[config.mk]
export PLATFORM = sky130hd
export DESIGN_NAME = csfr_ram
export DESIGN_NICKNAME = d
export VERILOG_FILES = /design/src/design/clipped_shape_fill_raster_top_assert.svh /design/src/design/csfr_ram.sv
export SDC_FILE = /design/constraint.sdc
export NUM_CORES = 1
export LEC_CHECK = 0
export BUFFER_PORTS_ARGS = -buffer_cell sky130_fd_sc_hd__buf_4
export CORE_MARGIN = 1.5
export CORE_UTILIZATION = 35
export DETAILED_ROUTE_END_ITERATION = 16
export PLACE_DENSITY = 0.62
export SLEW_MARGIN = 20
export SYNTH_ARGS = -nofsm -noshare
export SYNTH_HDL_FRONTEND = slang
export SYNTH_SLANG_ARGS = --single-unit
[constraint.sdc]
create_clock -name clk -period 1.3 [get_ports clk]
set_input_delay 0.325 -clock clk [delete_from_list [all_inputs] [get_ports clk]]
set_output_delay 0.325 -clock clk [all_outputs]
set_load 0.01 [all_outputs]
[src/design/clipped_shape_fill_raster_top_assert.svh]
// Assertion macros shared by the framebuffer raster block.
`ifndef CLIPPED_SHAPE_FILL_RASTER_TOP_ASSERT_SVH
`define CLIPPED_SHAPE_FILL_RASTER_TOP_ASSERT_SVH

// Same-cycle implication, checked on every rising edge outside reset.
`define CSFR_ASSERT_IMP(lbl, clk_sig, rst_sig, ante, cons, msg) \
  lbl: assert property (@(posedge clk_sig) disable iff (rst_sig) (ante) |-> (cons)) \
    else $error(msg);

// Next-cycle implication, checked on every rising edge outside reset.
`define CSFR_ASSERT_NXT(lbl, clk_sig, rst_sig, ante, cons, msg) \
  lbl: assert property (@(posedge clk_sig) disable iff (rst_sig) (ante) |=> (cons)) \
    else $error(msg);

`endif

[src/design/csfr_ram.sv]
`timescale 1ns / 1ps

module csfr_ram #(
  parameter int WIDTH = 8,
  parameter int DEPTH = 2,
  localparam int AW = (DEPTH > 1) ? $clog2(DEPTH) : 1
) (
  input  logic             clk,
  input  logic             we,
  input  logic [AW-1:0]    waddr,
  input  logic [WIDTH-1:0] wdata,
  input  logic [AW-1:0]    raddr,
  output logic [WIDTH-1:0] rdata
);

  logic [WIDTH-1:0] mem [DEPTH];

  always_ff @(posedge clk) begin
    if (we) begin
      mem[waddr] <= wdata;
    end
    rdata <= mem[raddr];
  end

endmodule

==> results.txt, run 1 <==
* Initial antenna violation count: 0
* Worst hold slack across all endpoints: 0.197 ns
- In this run the critical register-to-register path is launched from mem[0][7]$_DFFE_PP_.
* Comb power frac: 0.085
- Of the total power, registers draw 0.578.
- Rows: 16
- Period utilization: 0.830
- IR analysis of the VDD net gives a maximum drop of 0.812 mV.
* Wirelength per Cell: 9.96 um
- Among all stages on the critical path, the largest delay is contributed by sky130_fd_sc_hd__dfxtp_1.
- The final-report hold violation count is 0.
- Worst setup slack for register-to-register paths: 0.54 ns
- For the worst setup path, the data arrival time is 0.75 ns.
- After detailed placement, the total cell area comes to 957 um2.
- For hold timing, the worst endpoint is mem[0][5]$_DFFE_PP_.
- TritonCTS created 3 clock buffers.
* Post-Syn Instances: 35
- After detailed routing, the number of vias per cell comes to 4.04.
- Netlist cell types: 6
- Worst-case headroom to the max-slew limit: 0.761
* Clock tree from TritonCTS: yes
- The routed design could run at a clock period as short as 1.08 ns.
- Switching share of power: 0.173
- Counting flops and latches in the post-synthesis netlist gives 24.
- Slew at the pin closest to its max-slew limit: 0.358 ns
- The number of antenna diodes in the final layout is 0.
- For this run, the slowest stage of the critical path takes 0.32 ns.
- In this run the power spent charging and discharging nets is 0.000265 W.
- Most frequent cells in the layout: sky130_fd_sc_hd__buf_4, sky130_fd_sc_hd__edfxtp_1, sky130_fd_sc_hd__mux2_4, sky130_fd_sc_hd__dfxtp_1, sky130_fd_sc_hd__clkbuf_4
- Post-CTS Setup Inserts: 0
- The endpoint identified for the worst register-to-register timing path is rdata[7]$_DFF_P_.
- Placeable core area: 2040 um2
- Before antenna repair, the detailed router went through 2 iterations.
* Mapped cell area: 785 um2
- The clock drives 24 sinks.
* Leading cell type in the layout, fill and taps excluded: sky130_fd_sc_hd__buf_4
- Dividing total power by cell area gives a power density of 1520 nW/um2.
- Fraction of the yosys area taken by sequential cells: 0.817
- Number of port buffers: 19
- Total congestion overflow after global routing: 0
* Largest delay share family, worst path: flip-flops
* Number of global-route vias before repair: 331
- Finished layout cell area: 1010 um2
- The path class of the tightest hold or removal check is in2reg.
- Depth of the worst register-to-register path: 1
- Met3 wire length: 68 um
* CTS root buffer: sky130_fd_sc_hd__clkbuf_4
- For the worst setup path, the data required time is 0.98 ns.
- Cell leakage power: 0.413 nW
- The floorplan step defined a die boundary enclosing 2530 um2.
* Critical path class: reg2out
- All-layer global routing usage: 0.0784
- The clock reaches the later pin of the worst-skew pair after 0.30 ns.
* Final routed wirelength across all metal layers: 847 um
* Multi-input combinational cell area: 133 um2
- Startpoint of the tightest hold check path: wdata[5]
- In this run the remaining antenna-violating nets after routing total 0.
* Die height: 50.3 um
* Internal power contribution: 0.00127 W
- The share of total power dissipated in the clock network is 0.337.
- The area growth from synthesis to layout is 28.7%.
* Remaining DRCs: 0
- Count of nets after finishing: 71
- Total nets after synthesis: 47
- Synth warn: 0
- STA classifies the critical path endpoint as an output pin.
* Initial core utilization: 0.384
- For the final routed database, the setup TNS stands at 0 ns.
- After detailed routing, no signal wire sits above met4.
- Sum of buffers and inverters on the critical path: 1
* Number of maximum-capacitance violations: 0
* Hold buffer count at cts: 0
- Peak clock frequency supported by timing: 0.927 GHz
* Share of post-route cells with drive strength above 1: 0.552
- Detailed route wirelength on metal2: 415 um
- For this block, wires on met1 add up to 360 um.
* Mean area per synthesized cell: 22.4 um2
- Post-CTS repair changed the size of 0 cells.
* Flip-flop and latch area: 641 um2
- Clock-pin slew was measured on the worst setup and hold paths at 0.12 ns.
- The flow ran to the end, and the final reports show no timing, DRC or antenna violations.
* Pin count of the biggest net entering global routing: 15
- The detailed router finished its first iteration with 3 violations.
- Count of filler cells inserted in the layout: 178
- The clock arrives with 0.00108 ns of skew.
* Number of cells on the worst hold path: 1
- The floorplan step set the die width to 50.3 um.
- STA classifies the critical path startpoint as a flip-flop.
* Setup Viol. Count Final: 0
- Maximum count of clock buffers along a single path: 2
* Max H-tree Level: 1
* Depth of the critical timing path with buffers and inverters included: 1
- Routability congestion estimate from global placement: 0.691
- Number of vias in the routed layout: 343
- 20 I/O pins were placed.
- The first global-routing pass estimated 1410 um of wire.
- The max-slew violation total from the final report came to 0.
- Unrepaired setup endpoints after global routing: no
- Of all nets on the critical path, the largest fanout is 1.
* Worst-path cell chain: buf_4
## Yosys cell counts
| cell type | count | area [um2] |
|---|---|---|
| sky130_fd_sc_hd__buf_6 | 1 | 11.3 |
| sky130_fd_sc_hd__nor2b_1 | 1 | 6.26 |
| sky130_fd_sc_hd__mux2_4 | 8 | 120 |
| sky130_fd_sc_hd__and2_1 | 1 | 6.26 |
| sky130_fd_sc_hd__edfxtp_1 | 16 | 480 |
| sky130_fd_sc_hd__dfxtp_1 | 8 | 160 |
## metrics by stage
stage                     instances   util  power [W]  setup WS, ns
after floorplan                  35      -   0.000968         0.182
final                            85  0.494    0.00153         0.221
after detailed placement         81  0.469    0.00104         0.189
after CTS                        85  0.494    0.00155         0.209
after global routing             85  0.494    0.00160         0.162
after global placement           81  0.469    0.00104         0.226
## power groups by stage
| stage | registers [W] | clock network (W) | logic [W] |
|---|---|---|---|
| after CTS | 0.000888 | 0.000528 | 0.000133 |
| final | 0.000887 | 0.000517 | 0.000130 |
| after detailed placement | 0.000905 | 0 | 0.000133 |
| after global routing | 0.000892 | 0.000568 | 0.000141 |
| after floorplan | 0.000915 | 0 | 0.0000525 |
| after global placement | 0.000903 | 0 | 0.000132 |
## logic make-up (layout without fill, tap and decap cells)
family | after synthesis | after routing | synth area share
mux | 8 | 8 | 0.153
buf+inv | 1 | 24 | 0.0144
flops | 24 | 24 | 0.817
simple gates | 2 | 2 | 0.0160
## worst max path at each step
stage	startpoint	endpoint
floorplan	we	mem[0][0]$_DFFE_PP_
global placement	waddr	mem[1][0]$_DFFE_PP_
detailed placement	waddr	mem[1][0]$_DFFE_PP_
CTS	rdata[3]$_DFF_P_	rdata[3]
global route	rdata[4]$_DFF_P_	rdata[4]
finish	rdata[7]$_DFF_P_	rdata[7]
## cell type report
class / instances / share of cell area
clock inverters: 1 / 0.0297
repair buffers: 20 / 0.149
clock buffers: 3 / 0.0223
multi-input cells: 10 / 0.131
flip-flops and latches: 24 / 0.634
well taps: 27 / 0.0335
## flip-flops by register name, indices dropped and copies added (netlist names)
name and cells:
mem 16, rdata 8
## layer usage
layer  track usage  vias to the layer above
li1              -                      174
met1        0.0898                      152
met2         0.127                       15
met3        0.0208                        2
met4        0.0541                        0
met5             0                        -
No activity file was read; power rests on OpenSTA's default activity.
==> inputs of run 2 (changes only) <==
--- a/config.mk
+++ b/config.mk
@@ -5,11 +5,12 @@
 export SDC_FILE = /design/constraint.sdc
 export NUM_CORES = 1
 export LEC_CHECK = 0
+export ABC_AREA = 1
 export BUFFER_PORTS_ARGS = -buffer_cell sky130_fd_sc_hd__buf_4
 export CORE_MARGIN = 1.5
 export CORE_UTILIZATION = 35
 export DETAILED_ROUTE_END_ITERATION = 16
-export PLACE_DENSITY = 0.62
+export PLACE_DENSITY = 0.64
 export SLEW_MARGIN = 20
 export SYNTH_ARGS = -nofsm -noshare
 export SYNTH_HDL_FRONTEND = slang
==> constraint.sdc (replaced) <==
create_clock -name clk -period 0.9 [get_ports clk]
set_input_delay 0.225 -clock clk [delete_from_list [all_inputs] [get_ports clk]]
set_output_delay 0.225 -clock clk [all_outputs]
set_load 0.01 [all_outputs]
==> run 2 against run 1 <==
  * The run now ends with setup timing left
  * Area after synthesis fell by 3.0%
  * First-iteration DRC count fell by 33%
  * Final cell count rose by 25%
  * Register-to-register slack got worse by 0.25 ns
  * Critical endpoint is now rdata[5]
  * Power grew 46%
  * Clock skew rose by 0.0067 ns
  * Routed wire length is 34% higher
==> results.txt, run 2 <==
- Failing checks: setup timing
- The number of different library cells in the post-synthesis netlist came to 7 (was 6).
- Unrepaired setup endpoints after global routing: yes (was no)
* Slew at the pin closest to its max-slew limit: 0.129 ns (was 0.358 ns)
- Post-Syn Instances: 54 (was 35)
- Critical Path Source: rdata[5]$_DFF_P_ (was rdata[7]$_DFF_P_)
- The type of origin of the critical path is a flip-flop (unchanged).
- The residual antenna-violating net count after detailed routing came to 0 (unchanged).
- The x dimension of the die was 49.6 um (was 50.3 um).
- The final routed DRC violation total came to 0 (unchanged).
* Share of flip-flops with an asynchronous set or reset after synthesis: 0 (unchanged)
* Pin count of the biggest net entering global routing: 15 (unchanged)
- Outcome: finished, violations left (was complete, no violations).
* Period utilization: 1.09
- Worst-path cell chain: buf_6 (was buf_4).
- The total leakage power came to 0.455 nW (was 0.413 nW).
- Most instantiated cells after synthesis: sky130_fd_sc_hd__nand2_1, sky130_fd_sc_hd__edfxtp_1, sky130_fd_sc_hd__dfxtp_1 (was sky130_fd_sc_hd__edfxtp_1, sky130_fd_sc_hd__dfxtp_1, sky130_fd_sc_hd__mux2_4)
- The layout net count is 92 (was 71).
- The worst clock skew came to 0.00782 ns (was 0.00108 ns).
- The number of global-route vias before repair was 370 (was 331).
- The total number of clock tree sinks is 24 (unchanged).
* Post-layout worst setup margin: -0.0824 ns (was 0.221 ns)
- Mean area per synthesized cell: 14.1 um2 (was 22.4 um2)
- First DRT Iteration DRCs: 2 (was 3)
- Clock tree from TritonCTS: yes (unchanged)
* Max H-tree Level: 1 (unchanged)
- #FFs+latches synth: 24 (unchanged)
- Largest delay share family, worst path: flip-flops (unchanged)
- The post-CTS setup buffer count is 0 (unchanged).
- EDFF count, synth: 16 (unchanged)
- Worst hold slack across all endpoints: 0.0909 ns (was 0.197 ns)
* Largest registers: mem: 16 flops, rdata: 8 flops (unchanged)
- Total congestion overflow after global routing: 0 (unchanged)
* Number of placed cells counting well taps: 102 (was 81)
- Critical path class: reg2out (unchanged)
- The count of buffers from port buffering came to 19 (unchanged).
- The total setup violations reported at the end of the flow came to 8 (was 0).
* Path category of the worst min-delay check: in2reg (unchanged)
* Largest cells by area after synthesis: sky130_fd_sc_hd__edfxtp_1, sky130_fd_sc_hd__dfxtp_1, sky130_fd_sc_hd__nand2_1, sky130_fd_sc_hd__buf_6, sky130_fd_sc_hd__inv_1 (was sky130_fd_sc_hd__edfxtp_1, sky130_fd_sc_hd__dfxtp_1, sky130_fd_sc_hd__mux2_4, sky130_fd_sc_hd__buf_6, sky130_fd_sc_hd__and2_1)
- Pins Over Slew Limit: 0 (unchanged)
* Endpoint kind of the worst setup timing path: output pin (unchanged)
- Wirelength per Cell: 10.7 um (was 9.96 um)
- Final Power: 0.00224 W (was 0.00153 W)
* Initial antenna violation count: 0 (unchanged)
* Area of the die: 2460 um2 (was 2530 um2)
- The worst vdd rail ir drop came to 1.37 mV (was 0.812 mV).
- The post-layout utilization of the core came to 0.521 (was 0.494).
* Share of the synthesized area in the top cell type: 0.632 (was 0.612)
- Post-DR vias/cell: 4.11 (was 4.04)
- The post-synth net total is 66 (was 47).
- All-layer global routing usage: 0.0969 (was 0.0784)
* Register with the most flip-flops: mem (unchanged)
- The clock-pin slew on the worst setup and hold paths was 0.13 ns (was 0.12 ns).
- The cell with the largest stage delay on the worst path was sky130_fd_sc_hd__dfxtp_2 (was sky130_fd_sc_hd__dfxtp_1).
* Synth warn: 0 (unchanged)
* Insertion delay to the later sink of the worst-skew pair: 0.31 ns (was 0.30 ns)
- The worst-case clock buffer depth came to 2 (unchanged).
* Count of inserted antenna diode cells: 0 (unchanged)
- Placeable core area: 2000 um2 (was 2040 um2)
* CTS root buffer: sky130_fd_sc_hd__clkbuf_4 (unchanged)
- The number of cell rows came to 16 (unchanged).
- The number of iterations in the first detailed-routing pass was 3 (was 2).
- Placed wire-length estimate: 834 um
- Data required, critical path: 0.67 ns (was 0.98 ns)
* Startpoint of the tightest hold check path: wdata[5] (unchanged)
* Worst-case headroom to the max-slew limit: 0.914 (was 0.761)
- The data arrival time at the worst-slack endpoint was 0.76 ns (was 0.75 ns).
- Count of filler cells inserted in the layout: 170 (was 178)
- Most frequent cells in the layout: sky130_fd_sc_hd__nand2_1, sky130_fd_sc_hd__edfxtp_1, sky130_fd_sc_hd__buf_4 (was sky130_fd_sc_hd__buf_4, sky130_fd_sc_hd__edfxtp_1, sky130_fd_sc_hd__mux2_4, sky130_fd_sc_hd__dfxtp_1, sky130_fd_sc_hd__clkbuf_4)
- Die height: 49.6 um (was 50.3 um)
- Static timing analysis puts the maximum clock frequency at 1.02 GHz.
- The starting density of the core was 0.380 (was 0.384).
* Final routed wirelength across all metal layers: 1130 um (was 847 um)
- Fraction of the yosys area taken by sequential cells: 0.842 (was 0.817)
- The final-report hold violation count came to 0 (unchanged).
* Share of post-route cells with drive strength above 1: 0.443 (was 0.552)
- The total I/O pin count is 20 (unchanged).
- The area growth from synthesis to layout is 37.0% (was 28.7%).
- After layout, the minimum clock period comes to 0.982 ns.
- The number of maximum-capacitance constraint violations was 0 (unchanged).
- Number of buffers inserted during clock tree synthesis: 3 (unchanged)
* Global-route wire length before repair: 1670 um (was 1410 um)
- Cell taking the most area after synthesis: sky130_fd_sc_hd__edfxtp_1 (unchanged)
- Sum of buffers and inverters on the critical path: 1 (unchanged)
- The number of non-filler instances in the completed layout came to 106 (was 85).
- Number of flip-flops in the largest register: 16 (unchanged)
- Most common cell in the synthesized netlist: sky130_fd_sc_hd__nand2_1 (was sky130_fd_sc_hd__edfxtp_1)
- Most frequently used flop master after synthesis: sky130_fd_sc_hd__edfxtp_1 (unchanged)
* Power density over the cells: 2150 nW/um2 (was 1520 nW/um2)
- Stage delay of the slowest cell on the critical path: 0.34 ns (was 0.32 ns)
* Routability congestion estimate from global placement: 0.634 (was 0.691)
* Max Fanout on Critical Path: 1 (unchanged)
* Leading cell type in the layout, fill and taps excluded: sky130_fd_sc_hd__nand2_1 (was sky130_fd_sc_hd__buf_4)
* Post-placement setup slack: -0.0104 ns (was 0.189 ns)
- Number of vias in the routed layout: 436 (was 343)
- The launch point of the worst reg-to-reg path was mem[0][5]$_DFFE_PP_ (was mem[0][7]$_DFFE_PP_).
* Mapped cell area: 761 um2 (was 785 um2)
## run 2: cell type report
cell class	instances	area (um2)	share of cell area
timing repair buffer	22	195	0.187
clock inverter	1	30.0	0.0288
sequential	24	649	0.623
multi-input combinational	26	100	0.0960
tap	27	33.8	0.0324
clock buffer	3	22.5	0.0216
inverter	3	11.3	0.0108
## run 2: worst register-to-register path: stages (launching register included)
cell,delay [ns]
sky130_fd_sc_hd__edfxtp_1,0.39
sky130_fd_sc_hd__nand2_1,0.08
sky130_fd_sc_hd__nand2_1,0.05
## run 2: repair_timing
item | 4_1_cts | 5_1_grt
pin swaps | 0 | 0
gates resized for setup | 14 | 1
hold buffers | 0 | 0
endpoints found under the setup margin | 8 | 8
endpoints found under the hold margin | 0 | 0
## run 2: metrics by stage
step | cell area, um2 | TNS (ns)
after floorplan | 763 | 0
after global placement | 951 | 0
after global routing | 1040 | -0.918
final | 1040 | -0.598
after CTS | 1040 | -0.715
after detailed placement | 951 | -0.0823
## run 2: power by group
part / switching (W) / internal (W) / total, W
Clock: 0.000304 / 0.000450 / 0.000754
Sequential: 0.0000247 / 0.00127 / 0.00129
Combinational: 0.0000823 / 0.000111 / 0.000193
Total: 0.000411 / 0.00183 / 0.00224
## run 2: cells by family (layout without fill, tap and decap cells)
family,after synthesis,in the layout,share of synthesized area
buffers and inverters,4,29,0.0296
DFF,24,24,0.842
and+or+nand+nor,26,26,0.128
## run 2: metal layers
metal / vias to the layer above / part of all wire / track usage
li1: 223 / - / -
met2: 15 / 0.51 / 0.151
met3: 2 / 0.045 / 0.0303
met1: 196 / 0.43 / 0.106
met5: - / 0 / 0
met4: 0 / 0.020 / 0.0833
## run 2: final timing paths
kind                              end  slack, ns  cells after the start
setup / recovery             rdata[5]      -0.08                      1
hold / removal    mem[0][5]$_DFFE_PP_       0.09                      1
setup reg to reg     rdata[5]$_DFF_P_       0.29                      2
hold reg to reg      rdata[6]$_DFF_P_       0.45                      2
